==> src/sv/rss_pkg.sv <==
// rss_pkg: shared types and constants for the range scan object segmenter
// payload structs for the sample and result channels, register indexes, limits
// no dependencies
package rss_pkg;

  localparam int MAX_SAMPLES = 256;
  localparam int IDX_W       = $clog2(MAX_SAMPLES);

  localparam int IR_W    = 12;
  localparam int PING_W  = 10;
  localparam int ANGLE_W = 9;
  localparam int NUM_W   = 4;
  localparam int RUN_W   = 8;
  localparam int TOL_W   = 8;
  localparam int ANCH_W  = 6;   // anchors never exceed the anchor limit

  localparam logic [IR_W-1:0]   ANCHOR_LIMIT = IR_W'(40);
  localparam logic [ANCH_W-1:0] BAND_FAR     = ANCH_W'(35);
  localparam logic [ANCH_W-1:0] BAND_MID     = ANCH_W'(30);
  localparam logic [ANCH_W-1:0] BAND_NEAR    = ANCH_W'(10);

  localparam logic [TOL_W-1:0] TOL_FAR_RST   = TOL_W'(20);
  localparam logic [TOL_W-1:0] TOL_MID_RST   = TOL_W'(14);
  localparam logic [TOL_W-1:0] TOL_NEAR_RST  = TOL_W'(9);
  localparam logic [TOL_W-1:0] TOL_CLOSE_RST = TOL_W'(4);
  localparam logic [NUM_W-1:0] MAX_OBJ_RST   = NUM_W'(4);
  localparam logic [NUM_W-1:0] MAX_OBJ_CAP   = NUM_W'(8);

  localparam int CFG_IDX_W  = 3;
  localparam int CFG_DATA_W = 8;

  typedef enum logic [CFG_IDX_W-1:0] {
    REG_TOL_FAR     = 3'd0,
    REG_TOL_MID     = 3'd1,
    REG_TOL_NEAR    = 3'd2,
    REG_TOL_CLOSE   = 3'd3,
    REG_MAX_OBJECTS = 3'd4
  } reg_index_t;

  localparam int FIFO_DEPTH = 4;
  localparam int FIFO_AW    = $clog2(FIFO_DEPTH);
  localparam int FIFO_CW    = $clog2(FIFO_DEPTH + 1);

  typedef struct packed {
    logic [IR_W-1:0]   ir_distance;
    logic [PING_W-1:0] ping_distance;
    logic              last_sample;
  } sample_t;

  typedef struct packed {
    logic               is_summary;
    logic [NUM_W-1:0]   object_number;
    logic [ANGLE_W-1:0] start_angle;
    logic [ANGLE_W-1:0] width_degrees;
    logic [PING_W-1:0]  object_range;
    logic [NUM_W-1:0]   object_count;
    logic               last_result;
  } result_t;

  // results caused by one sample, packed from entry 0 upwards
  typedef struct packed {
    logic [1:0]        count;
    result_t [1:0]     item;
  } push_t;

endpackage

==> src/sv/rss_core.sv <==
// rss_core: per-sample segmentation logic, sweep state and tolerance registers
// depends on rss_pkg
module rss_core (
  input  logic                          clk,
  input  logic                          rst,
  input  logic                          cfg_we,
  input  logic [rss_pkg::CFG_IDX_W-1:0] cfg_index,
  input  logic [rss_pkg::CFG_DATA_W-1:0] cfg_data,
  input  logic                          step,
  input  rss_pkg::sample_t              sample,
  output rss_pkg::push_t                push
);

  logic [rss_pkg::TOL_W-1:0] tol_far, tol_mid, tol_near, tol_close;
  logic [rss_pkg::NUM_W-1:0] max_objects;

  logic [rss_pkg::IDX_W-1:0]  sample_index, sample_index_next;
  logic                       anchor_valid, anchor_valid_next;
  logic [rss_pkg::ANCH_W-1:0] anchor_range, anchor_range_next;
  logic [rss_pkg::IDX_W-1:0]  anchor_index, anchor_index_next;
  logic [rss_pkg::RUN_W-1:0]  run_length, run_length_next;
  logic                       object_open, object_open_next;
  logic [rss_pkg::PING_W-1:0] matched_ping, matched_ping_next;
  logic [rss_pkg::NUM_W-1:0]  objects_found, objects_found_next;

  logic                       last;
  logic [rss_pkg::NUM_W-1:0]  cap;
  logic [rss_pkg::IR_W-1:0]   anchor_ext;
  logic [rss_pkg::IR_W-1:0]   diff;
  logic [rss_pkg::TOL_W-1:0]  tol;
  logic                       active, match, miss, rec_miss, rec_last, rec;
  logic [rss_pkg::NUM_W-1:0]  obj_num, obj_total;
  rss_pkg::result_t           record, summary;

  // configuration
  always_ff @(posedge clk) begin
    if (rst) begin
      tol_far     <= rss_pkg::TOL_FAR_RST;
      tol_mid     <= rss_pkg::TOL_MID_RST;
      tol_near    <= rss_pkg::TOL_NEAR_RST;
      tol_close   <= rss_pkg::TOL_CLOSE_RST;
      max_objects <= rss_pkg::MAX_OBJ_RST;
    end else if (cfg_we) begin
      case (cfg_index)
        rss_pkg::REG_TOL_FAR:     tol_far     <= cfg_data;
        rss_pkg::REG_TOL_MID:     tol_mid     <= cfg_data;
        rss_pkg::REG_TOL_NEAR:    tol_near    <= cfg_data;
        rss_pkg::REG_TOL_CLOSE:   tol_close   <= cfg_data;
        rss_pkg::REG_MAX_OBJECTS: max_objects <= cfg_data[rss_pkg::NUM_W-1:0];
        default: ;
      endcase
    end
  end

  assign cap  = (max_objects > rss_pkg::MAX_OBJ_CAP) ? rss_pkg::MAX_OBJ_CAP : max_objects;
  assign last = sample.last_sample ||
                (sample_index == rss_pkg::IDX_W'(rss_pkg::MAX_SAMPLES - 1));

  // tolerance band of the current anchor
  always_comb begin
    priority if (anchor_range > rss_pkg::BAND_FAR) tol = tol_far;
    else if (anchor_range >= rss_pkg::BAND_MID)    tol = tol_mid;
    else if (anchor_range >= rss_pkg::BAND_NEAR)   tol = tol_near;
    else                                           tol = tol_close;
  end

  assign anchor_ext = rss_pkg::IR_W'(anchor_range);
  assign diff   = (sample.ir_distance > anchor_ext) ? sample.ir_distance - anchor_ext
                                                    : anchor_ext - sample.ir_distance;
  assign active = (sample_index != '0);
  assign match  = active && anchor_valid && (diff <= rss_pkg::IR_W'(tol));
  assign miss   = active && anchor_valid && !match;

  always_comb begin
    anchor_valid_next = anchor_valid;
    anchor_range_next = anchor_range;
    anchor_index_next = anchor_index;
    run_length_next   = run_length;
    object_open_next  = object_open;
    matched_ping_next = matched_ping;

    if (match) begin
      run_length_next   = run_length + 1'b1;
      matched_ping_next = sample.ping_distance;
      if (run_length_next == rss_pkg::RUN_W'(1) && objects_found < cap) begin
        object_open_next = 1'b1;
      end
    end else if (miss) begin
      anchor_valid_next = 1'b0;
      run_length_next   = '0;
      object_open_next  = 1'b0;
    end

    // the closing sample is itself tried as the next anchor
    if (active && !match && sample.ir_distance <= rss_pkg::ANCHOR_LIMIT) begin
      anchor_valid_next = 1'b1;
      anchor_range_next = sample.ir_distance[rss_pkg::ANCH_W-1:0];
      anchor_index_next = sample_index;
      run_length_next   = '0;
      object_open_next  = 1'b0;
    end
  end

  // a miss can only close the old run; a run open at the end closes on the last sample
  assign rec_miss  = miss && object_open;
  assign rec_last  = last && anchor_valid_next && object_open_next;
  assign rec       = rec_miss || rec_last;
  assign obj_num   = objects_found + 1'b1;
  assign obj_total = rec ? obj_num : objects_found;

  always_comb begin
    record               = '0;
    record.object_number = obj_num;
    record.last_result   = !last;
    if (rec_miss) begin
      record.start_angle   = rss_pkg::ANGLE_W'({anchor_index, 1'b0});
      record.width_degrees = rss_pkg::ANGLE_W'({run_length, 1'b0});
      record.object_range  = matched_ping;
    end else begin
      record.start_angle   = rss_pkg::ANGLE_W'({anchor_index_next, 1'b0});
      record.width_degrees = rss_pkg::ANGLE_W'({run_length_next, 1'b0});
      record.object_range  = matched_ping_next;
    end

    summary              = '0;
    summary.is_summary   = 1'b1;
    summary.object_count = obj_total;
    summary.last_result  = 1'b1;

    push = '0;
    if (rec) begin
      push.item[0] = record;
      push.item[1] = summary;
      push.count   = last ? 2'd2 : 2'd1;
    end else begin
      push.item[0] = summary;
      push.item[1] = summary;
      push.count   = last ? 2'd1 : 2'd0;
    end
  end

  always_comb begin
    sample_index_next  = sample_index + 1'b1;
    objects_found_next = obj_total;
    if (last) begin
      sample_index_next  = '0;
      objects_found_next = '0;
    end
  end

  always_ff @(posedge clk) begin
    if (rst) begin
      sample_index  <= '0;
      anchor_valid  <= 1'b0;
      anchor_range  <= '0;
      anchor_index  <= '0;
      run_length    <= '0;
      object_open   <= 1'b0;
      matched_ping  <= '0;
      objects_found <= '0;
    end else if (step) begin
      sample_index  <= sample_index_next;
      objects_found <= objects_found_next;
      if (last) begin
        anchor_valid <= 1'b0;
        anchor_range <= '0;
        anchor_index <= '0;
        run_length   <= '0;
        object_open  <= 1'b0;
        matched_ping <= '0;
      end else begin
        anchor_valid <= anchor_valid_next;
        anchor_range <= anchor_range_next;
        anchor_index <= anchor_index_next;
        run_length   <= run_length_next;
        object_open  <= object_open_next;
        matched_ping <= matched_ping_next;
      end
    end
  end

endmodule

==> src/sv/rss_fifo.sv <==
// rss_fifo: small result queue taking up to two results per cycle, one out
// depends on rss_pkg
module rss_fifo (
  input  logic             clk,
  input  logic             rst,
  input  logic             push_en,
  input  rss_pkg::push_t   push,
  output logic             space,
  output logic             result_valid,
  input  logic             result_ready,
  output rss_pkg::result_t result
);

  rss_pkg::result_t mem [rss_pkg::FIFO_DEPTH];

  logic [rss_pkg::FIFO_AW-1:0] wr_ptr, wr_ptr_next, rd_ptr;
  logic [rss_pkg::FIFO_CW-1:0] count, count_next;
  logic [1:0]                  n_push;
  logic                        pop;

  assign n_push       = push_en ? push.count : 2'd0;
  assign pop          = result_valid && result_ready;
  assign result_valid = (count != '0);
  assign result       = mem[rd_ptr];
  // room for the worst case of two results per request
  assign space        = (count <= rss_pkg::FIFO_CW'(rss_pkg::FIFO_DEPTH - 2));

  assign wr_ptr_next = wr_ptr + rss_pkg::FIFO_AW'(n_push);
  assign count_next  = count + rss_pkg::FIFO_CW'(n_push) - rss_pkg::FIFO_CW'(pop);

  always_ff @(posedge clk) begin
    if (n_push != 2'd0) begin
      mem[wr_ptr] <= push.item[0];
    end
    if (n_push == 2'd2) begin
      mem[wr_ptr + 1'b1] <= push.item[1];
    end
  end

  always_ff @(posedge clk) begin
    if (rst) begin
      wr_ptr <= '0;
      rd_ptr <= '0;
      count  <= '0;
    end else begin
      wr_ptr <= wr_ptr_next;
      count  <= count_next;
      if (pop) begin
        rd_ptr <= rd_ptr + 1'b1;
      end
    end
  end

endmodule

==> src/sv/range_scan_object_segmenter.sv <==
// range_scan_object_segmenter: splits a range sweep into objects
// depends on rss_pkg, rss_core, rss_fifo
//
// Channels: sample (valid/ready) carries one sweep sample per request, IR and
// sonar range plus a last-sample flag; sample i lies at 2*i degrees. result
// (valid/ready) carries object records and the end-of-sweep summary, the last
// result of each request flagged by last_result. cfg (valid/ready, always
// ready) writes the four band tolerances and max_objects; write only while idle.
// Throughput: one sample per cycle while the queue has room. Each sample yields
// zero to two results; they enter a four-entry result queue at the accepting
// edge and, with an empty queue, show on the result port the next cycle.
// The sample port is ready while the queue has room for two results, so a
// sustained rate above one result per cycle is limited by the single read
// port of that queue.
// Reset: sweep state clears to sample index 0, tolerances take their defaults
// and the queue empties. When the receiver stalls, results wait in the queue
// and sample_ready drops once fewer than two slots are free.
module range_scan_object_segmenter (
  input  logic                           clk,
  input  logic                           rst,
  input  logic                           sample_valid,
  output logic                           sample_ready,
  input  rss_pkg::sample_t               sample,
  output logic                           result_valid,
  input  logic                           result_ready,
  output rss_pkg::result_t               result,
  input  logic                           cfg_valid,
  output logic                           cfg_ready,
  input  logic [rss_pkg::CFG_IDX_W-1:0]  cfg_index,
  input  logic [rss_pkg::CFG_DATA_W-1:0] cfg_data
);

  rss_pkg::push_t push;
  logic           step;

  assign cfg_ready = 1'b1;
  assign step      = sample_valid && sample_ready;

  rss_core u_core (
    .clk       (clk),
    .rst       (rst),
    .cfg_we    (cfg_valid && cfg_ready),
    .cfg_index (cfg_index),
    .cfg_data  (cfg_data),
    .step      (step),
    .sample    (sample),
    .push      (push)
  );

  rss_fifo u_fifo (
    .clk          (clk),
    .rst          (rst),
    .push_en      (step),
    .push         (push),
    .space        (sample_ready),
    .result_valid (result_valid),
    .result_ready (result_ready),
    .result       (result)
  );

endmodule

==> config.mk <==
export PLATFORM = sky130hd
export DESIGN_NAME = range_scan_object_segmenter
export DESIGN_NICKNAME = d
export VERILOG_FILES = /design/src/sv/rss_pkg.sv /design/src/sv/rss_core.sv /design/src/sv/rss_fifo.sv /design/src/sv/range_scan_object_segmenter.sv
export SDC_FILE = /design/constraint.sdc
export NUM_CORES = 1
export LEC_CHECK = 0
export ABC_AREA = 0
export BUFFER_PORTS_ARGS = -buffer_cell sky130_fd_sc_hd__buf_4
export CAP_MARGIN = 5
export CORE_ASPECT_RATIO = 0.75
export CORE_MARGIN = 2
export CORE_UTILIZATION = 48
export DETAILED_ROUTE_END_ITERATION = 10
export PLACE_DENSITY = 0.69
export SLEW_MARGIN = 20
export SYNTH_ARGS = -nofsm -noshare
export SYNTH_HDL_FRONTEND = slang
export SYNTH_SLANG_ARGS = --single-unit
==> constraint.sdc <==
create_clock -name clk -period 6.83 [get_ports clk]
set_clock_uncertainty 0.05 [all_clocks]
set_input_delay 0.3415 -clock clk [delete_from_list [all_inputs] [get_ports clk]]
set_output_delay 0.3415 -clock clk [all_outputs]
set_load 0.03 [all_outputs]
; Yosys cells after proc, flatten, opt, wreduce, memory -nomap -nowiden
; Memories as Yosys holds them, arrays and structs flattened. A register that Yosys moved wholly into a read port is not among the register bits.
; Index checks and enable logic that the tools add are counted.
[word_totals]
reg_bits = 89
ram_bits = 152
inputBits = 39
word_cells = 107
memories = 1
[classes]
n_addsub = 10
order_cmp = 9
n_eq_ne = 7
mux = 38
reduce_logical = 26
[mem_list]
columns = name, words, width, rd, rd_ports_with_merged_regs, wr, line_no
row1 = u_fifo.mem, 4, 38, 1, 1, 2, rss_fifo.sv:14  ; rss_pkg::result_t mem [rss_pkg::FIFO_DEPTH];
[ops]
columns = op, n
row1 = 8-bit two-way mux, 10
row2 = 78-bit two-way mux, 1
row3 = 28-bit two-way mux, 1
row4 = 10-bit two-way mux, 2
row5 = 8-bit by 1-bit adder with 8-bit output (second input constant), 2
row6 = 1-bit two-way mux, 14
row7 = 12-bit by 6-bit > comparator with 1-bit output, 1
row8 = 12-bit by 6-bit less-or-equal comparator with 1-bit output (second input constant), 1
row9 = 12-bit by 8-bit less-or-equal comparator with 1-bit output, 1
row10 = 12-bit two-way mux, 1
row11 = 4-bit two-way mux, 3
row12 = 6-bit two-way mux, 2
row13 = 2-bit AND reduction, 6
row14 = 12-bit by 6-bit subtractor with 12-bit output, 1
row15 = 6-bit by 12-bit subtractor with 12-bit output, 1
row16 = 1-bit logical AND, 11
row17 = 8-bit by 1-bit equality test with 1-bit output (second input constant), 1
row18 = 8-bit equality test (second input constant), 1
row19 = 2-bit two-way mux, 4
row20 = 8-bit nonzero test, 1
row21 = 3-bit by 2-bit equality test with 1-bit output (second input constant), 2
row22 = 6-bit by 4-bit >= comparator with 1-bit output (second input constant), 1
row23 = 6-bit by 5-bit >= comparator with 1-bit output (second input constant), 1
row24 = 6-bit > comparator (second input constant), 1
row25 = other kinds (16), 20

; Longest topological paths before layout
[depth]
word_depth = 20
depth_mapped = 31

; Hierarchy
; From an unflattened synthesis, not the netlist that was laid out.
[hier_totals]
hier_cells = 1147
area_unflattened_um2 = 13492.9
[modules_own_cells]
columns = module, n_inst, cells_per_inst, area_per_inst_um2
row1 = rss_fifo, 1, 425, 7862.5
row2 = rss_core, 1, 719, 5612.9
row3 = range_scan_object_segmenter, 1, 3, 17.5

; Worst setup path before layout
; OpenSTA, ideal clock, no wires.
[synth_path]
path_type = in2reg
from = input sample[11] (netlist name)
to = memory u_fifo.mem[3][2] (netlist name), data pin
setup_ns = 0.274
t_arrival_ns = 6.134
setup_slack_ns = 0.373
stages = 29
n_path_buf = 4
cell_sequence = inv_1 ha_1 inv_1 fa_1 a21o_1 a221oi_1 o21ai_1 clkbuf_1 nor2_1 a21oi_1 a21oi_1 o21ai_0 xor2_1 ha_1 and3_1 nand3_1 a221o_1 a211oi_1 nand3_1 o21ai_2 mux2i_2 buf_4 ha_1 clkbuf_1 o21ai_1 nor2_1 nor2_1 clkbuf_1 o22ai_1
[synth_rtl]
columns = item, line_no
row1 = start: declaration, range_scan_object_segmenter.sv:23  ; input rss_pkg::sample_t sample,
row2 = end: declaration, rss_fifo.sv:14

==> flow_metrics.py <==
metrics = {
    "status": {
        "outcome": "finished, final reports clean",
    },
    "placed_design": {
        "place.port_buffers": 76,
        "dp_hpwl_um": 19900,
        "post-place-cells": 1481,
        "dp_slack_ps": 117,
        "gp_congestion": 0.924,
    },
    "power": {
        "power_density_nw_per_um2": 266,
        "p_comb_share_pct": 13.9,
        "clkPwrFrac_pct": 42.6,
        "power.internal_mw": 2.49,
        "ir_worst_vdd_mv": 0.310,
        "p_sw_share_pct": 26.4,
        "p_seq_share_pct": 43.4,
        "switchingPower_uw": 890,
        "p_leak_nw": 4.77,
    },
    "cts": {
        "cts.clk_slew.worst_paths_ps": 70,
        "cts_setup_buffers": 0,
        "ctsHtreeMaxLevel": 1,
        "clock_tree.buffer_depth": 3,
        "cts_root_buf": "clkbuf_16",
        "tritoncts.num_buffers": 24,
        "insertion_delay_ps": 530,
        "cts.sinks": 235,
        "cts_tree": "done",
    },
    "synth": {
        "async_reset_ff_share_pct": 0,
        "avgSynthCellArea_um2": 9.45,
        "synth_ff_type": "dfxtp_1",
        "ys_seq_area_share_pct": 44.9,
        "ys_ff_latch": 235,
        "synth_area_um2": 10800,
        "synth_edf_count": 16,
        "synth_cells": 1146,
        "ys_warn_count": 0,
        "ys_types": 71,
    },
    "layout": {
        "syn_to_final_growth_pct": 17.1,
        "final_nets": 1293,
        "num-fill-cells": 1970,
        "layout_common_cells": "dfxtp_1, nand2_1, o21ai_0",
        "finalNonFillerCells": 1528,
        "antenna_cells": 0,
        "layout-drive-gt1-share_pct": 17.6,
        "layout_commonest_cell": "dfxtp_1",
    },
    "setup_path": {
        "required_ps": 6970,
        "worstSetupStartpointType": "input port",
        "critPathKind": "input port to flip-flop",
        "worst-path-max-fanout": 13,
        "cp.arrival_ps": 6510,
        "end_kind": "flip-flop",
    },
    "die": {
        "design.die.area_um2": 23800,
        "core_um2": 22100,
        "num_rows": 47,
        "die_x_um": 177,
        "die_h_um": 134,
        "start_util_pct": 49.0,
        "pin_count": 80,
    },
    "global_routing": {
        "overflow": 0,
        "grt_pass1_wl_um": 47100,
        "antenna_found_initial": 0,
        "grt_usage_pct": 24.7,
        "grt_pass1_vias": 8685,
        "grt_max_degree": 66,
    },
    "sta": {
        "fin_hold_ws_ps": 17.5,
        "period_share_pct": 93.3,
        "setup_tns_ps": 0,
        "rsz0062_at_grt": "no",
        "final_hold_viol_count": 0,
        "finalMaxSlewViolations": 0,
        "setup_viol": 0,
        "period_needed_ps": 6370,
        "worst_slack_ps": 458,
        "tightest_slew_ps": 1060,
        "slew_headroom_pct": 29.6,
        "max_freq_mhz": 157,
    },
    "drt": {
        "drtAntennaViolNets": 0,
        "drt-initial-drc-count": 888,
        "wl_per_cell_um": 18.9,
        "drcViolationCount": 0,
        "first_pass_iters": 5,
        "vias": 8980,
        "vias_per_cell": 5.88,
        "wl_um": 28900,
    },
    "job": {
        "drv_cap": 0,
    },
    "hold_path": {
        "hold_path_class": "input port to flip-flop",
    },
}
[flip-flops by register name, indices dropped and copies added, names as in the netlist, 3 cells and up, named ones only]
name and count:
u_core.max_objects 4, u_core.tol_near 8, u_core.tol_mid 8, u_core.matched_ping 10
u_core.anchor_range 6, u_fifo.mem 144, u_core.anchor_index 8, u_fifo.count 3
u_core.sample_index 8, u_core.run_length 8, u_core.tol_far 8, u_core.objects_found 4
u_core.tol_close 8
[worst max-delay path: stages]
cell           delay, ps
dlygate4sd3_1        570
buf_4                150
inv_1                 60
ha_1                 200
inv_1                 70
fa_1                 380
a21o_1               210
a221oi_2             340
o21ai_2              210
mux2_2               320
a21oi_1              100
o21ai_0              100
xor2_1               160
ha_1                 300
and3_1               170
nand3_1              120
a221o_1              370
a211oi_2             230
nand3_1              170
o21ai_2              230
mux2i_2              290
ha_1                 270
nand2_1              100
buf_4                230
nor3_1               380
nor2_2               140
inv_1                290
[final timing paths]
| path | from | endpoint | slack, ps | cells past startpoint |
|---|---|---|---|---|
| worst max-delay path | sample[11] | u_fifo.mem[2][1] | 460 | 27 |
| worst max register to register | u_core.anchor_range[3] | u_fifo.mem[2][1] | 670 | 22 |
| worst min-delay path | sample[16] | u_core.anchor_range[5] | 20 | 2 |
| worst min register to register | u_fifo.mem[3][30] | u_fifo.mem[3][30] | 400 | 2 |
[area by class of cell]
cell class	count	area, um2	area share [%]
clock buffers	31	691	5.45
clock inverters	13	181	1.43
inverters	36	135	1.07
repair buffers	106	803	6.34
multi-input cells	813	5630	44.4
well taps	294	368	2.90
flip-flops and latches	235	4870	38.4
[power by group through the flow]
stage               Clock (mW)  Combinational [mW]  Sequential [mW]
global placement             0               0.458             1.49
CTS                       1.46               0.467             1.46
global route              1.51               0.514             1.47
floorplan                    0               0.341             1.47
finish                    1.44               0.471             1.47
detailed placement           0               0.463             1.50
[repair_timing]
action                                 in CTS  in global routing
hold buffers                                3                  0
gates resized for setup                     0                 10
endpoints found under the hold margin       3                  0
setup endpoints to repair                   0                162
[per-stage QoR]
step / cell area, um2 / utilization, % / total power [mW]
detailed placement: 11700 / 53.0 / 1.96
finish: 12700 / 57.3 / 3.38
global placement: 11700 / 53.0 / 1.95
floorplan: 10800 / - / 1.81
CTS: 12600 / 57.1 / 3.39
global route: 12700 / 57.3 / 3.49
[kinds of logic after synthesis]
kind of cell | Yosys count | synth area share, %
DFF | 235 | 44.9
xor gates and xnor gates | 19 | 1.54
muxes | 79 | 11.6
AOI/OAI and AO/OA | 312 | 18.7
adders and majority gates | 38 | 4.60
and+or+nand+nor | 362 | 15.0
other | 2 | 0.0694
buffers and inverters | 99 | 3.63
[metal layers]
| layer | vias to the layer above | wire length (um) | track usage, % |
|---|---|---|---|
| met4 | 0 | 468 | 5.28 |
| met1 | 4338 | 13900 | 37.3 |
| met5 | - | 0 | 0 |
| met2 | 316 | 12400 | 37.1 |
| met3 | 37 | 2040 | 4.31 |
| li1 | 4289 | - | - |
[Yosys cell counts, types with 4 or more instances]
master | number | share of area (%)
a31oi_1 | 6 | 0.35
xnor2_1 | 10 | 0.81
nor2b_1 | 9 | 0.52
a21o_1 | 9 | 0.62
o21ai_1 | 6 | 0.28
a221oi_1 | 5 | 0.40
nand3b_1 | 9 | 0.62
mux2i_1 | 37 | 3.4
nand2_1 | 195 | 6.8
buf_4 | 4 | 0.28
nor2_1 | 58 | 2.0
a211oi_1 | 5 | 0.35
nand4_1 | 6 | 0.35
clkbuf_1 | 49 | 1.7
mux2_2 | 5 | 0.52
or3_1 | 8 | 0.46
o21ai_0 | 119 | 5.5
inv_1 | 34 | 1.2
ha_1 | 35 | 4.0
o221ai_1 | 7 | 0.57
o22ai_1 | 13 | 0.75
a32oi_1 | 5 | 0.40
nor3_1 | 17 | 0.79
nor4_1 | 4 | 0.23
and2_1 | 4 | 0.23
buf_1 | 5 | 0.17
a22oi_1 | 8 | 0.55
and3_1 | 10 | 0.58
a211o_1 | 5 | 0.40
nand2b_1 | 4 | 0.23
edfxtp_1 | 16 | 4.4
buf_2 | 4 | 0.18
dfxtp_1 | 219 | 40
a22o_1 | 54 | 4.4
a21oi_1 | 50 | 2.3
mux4_2 | 36 | 7.5
xor2_1 | 9 | 0.73
nor2_2 | 5 | 0.29
nand3_1 | 18 | 0.83
Power figures use the tool's default switching activity.
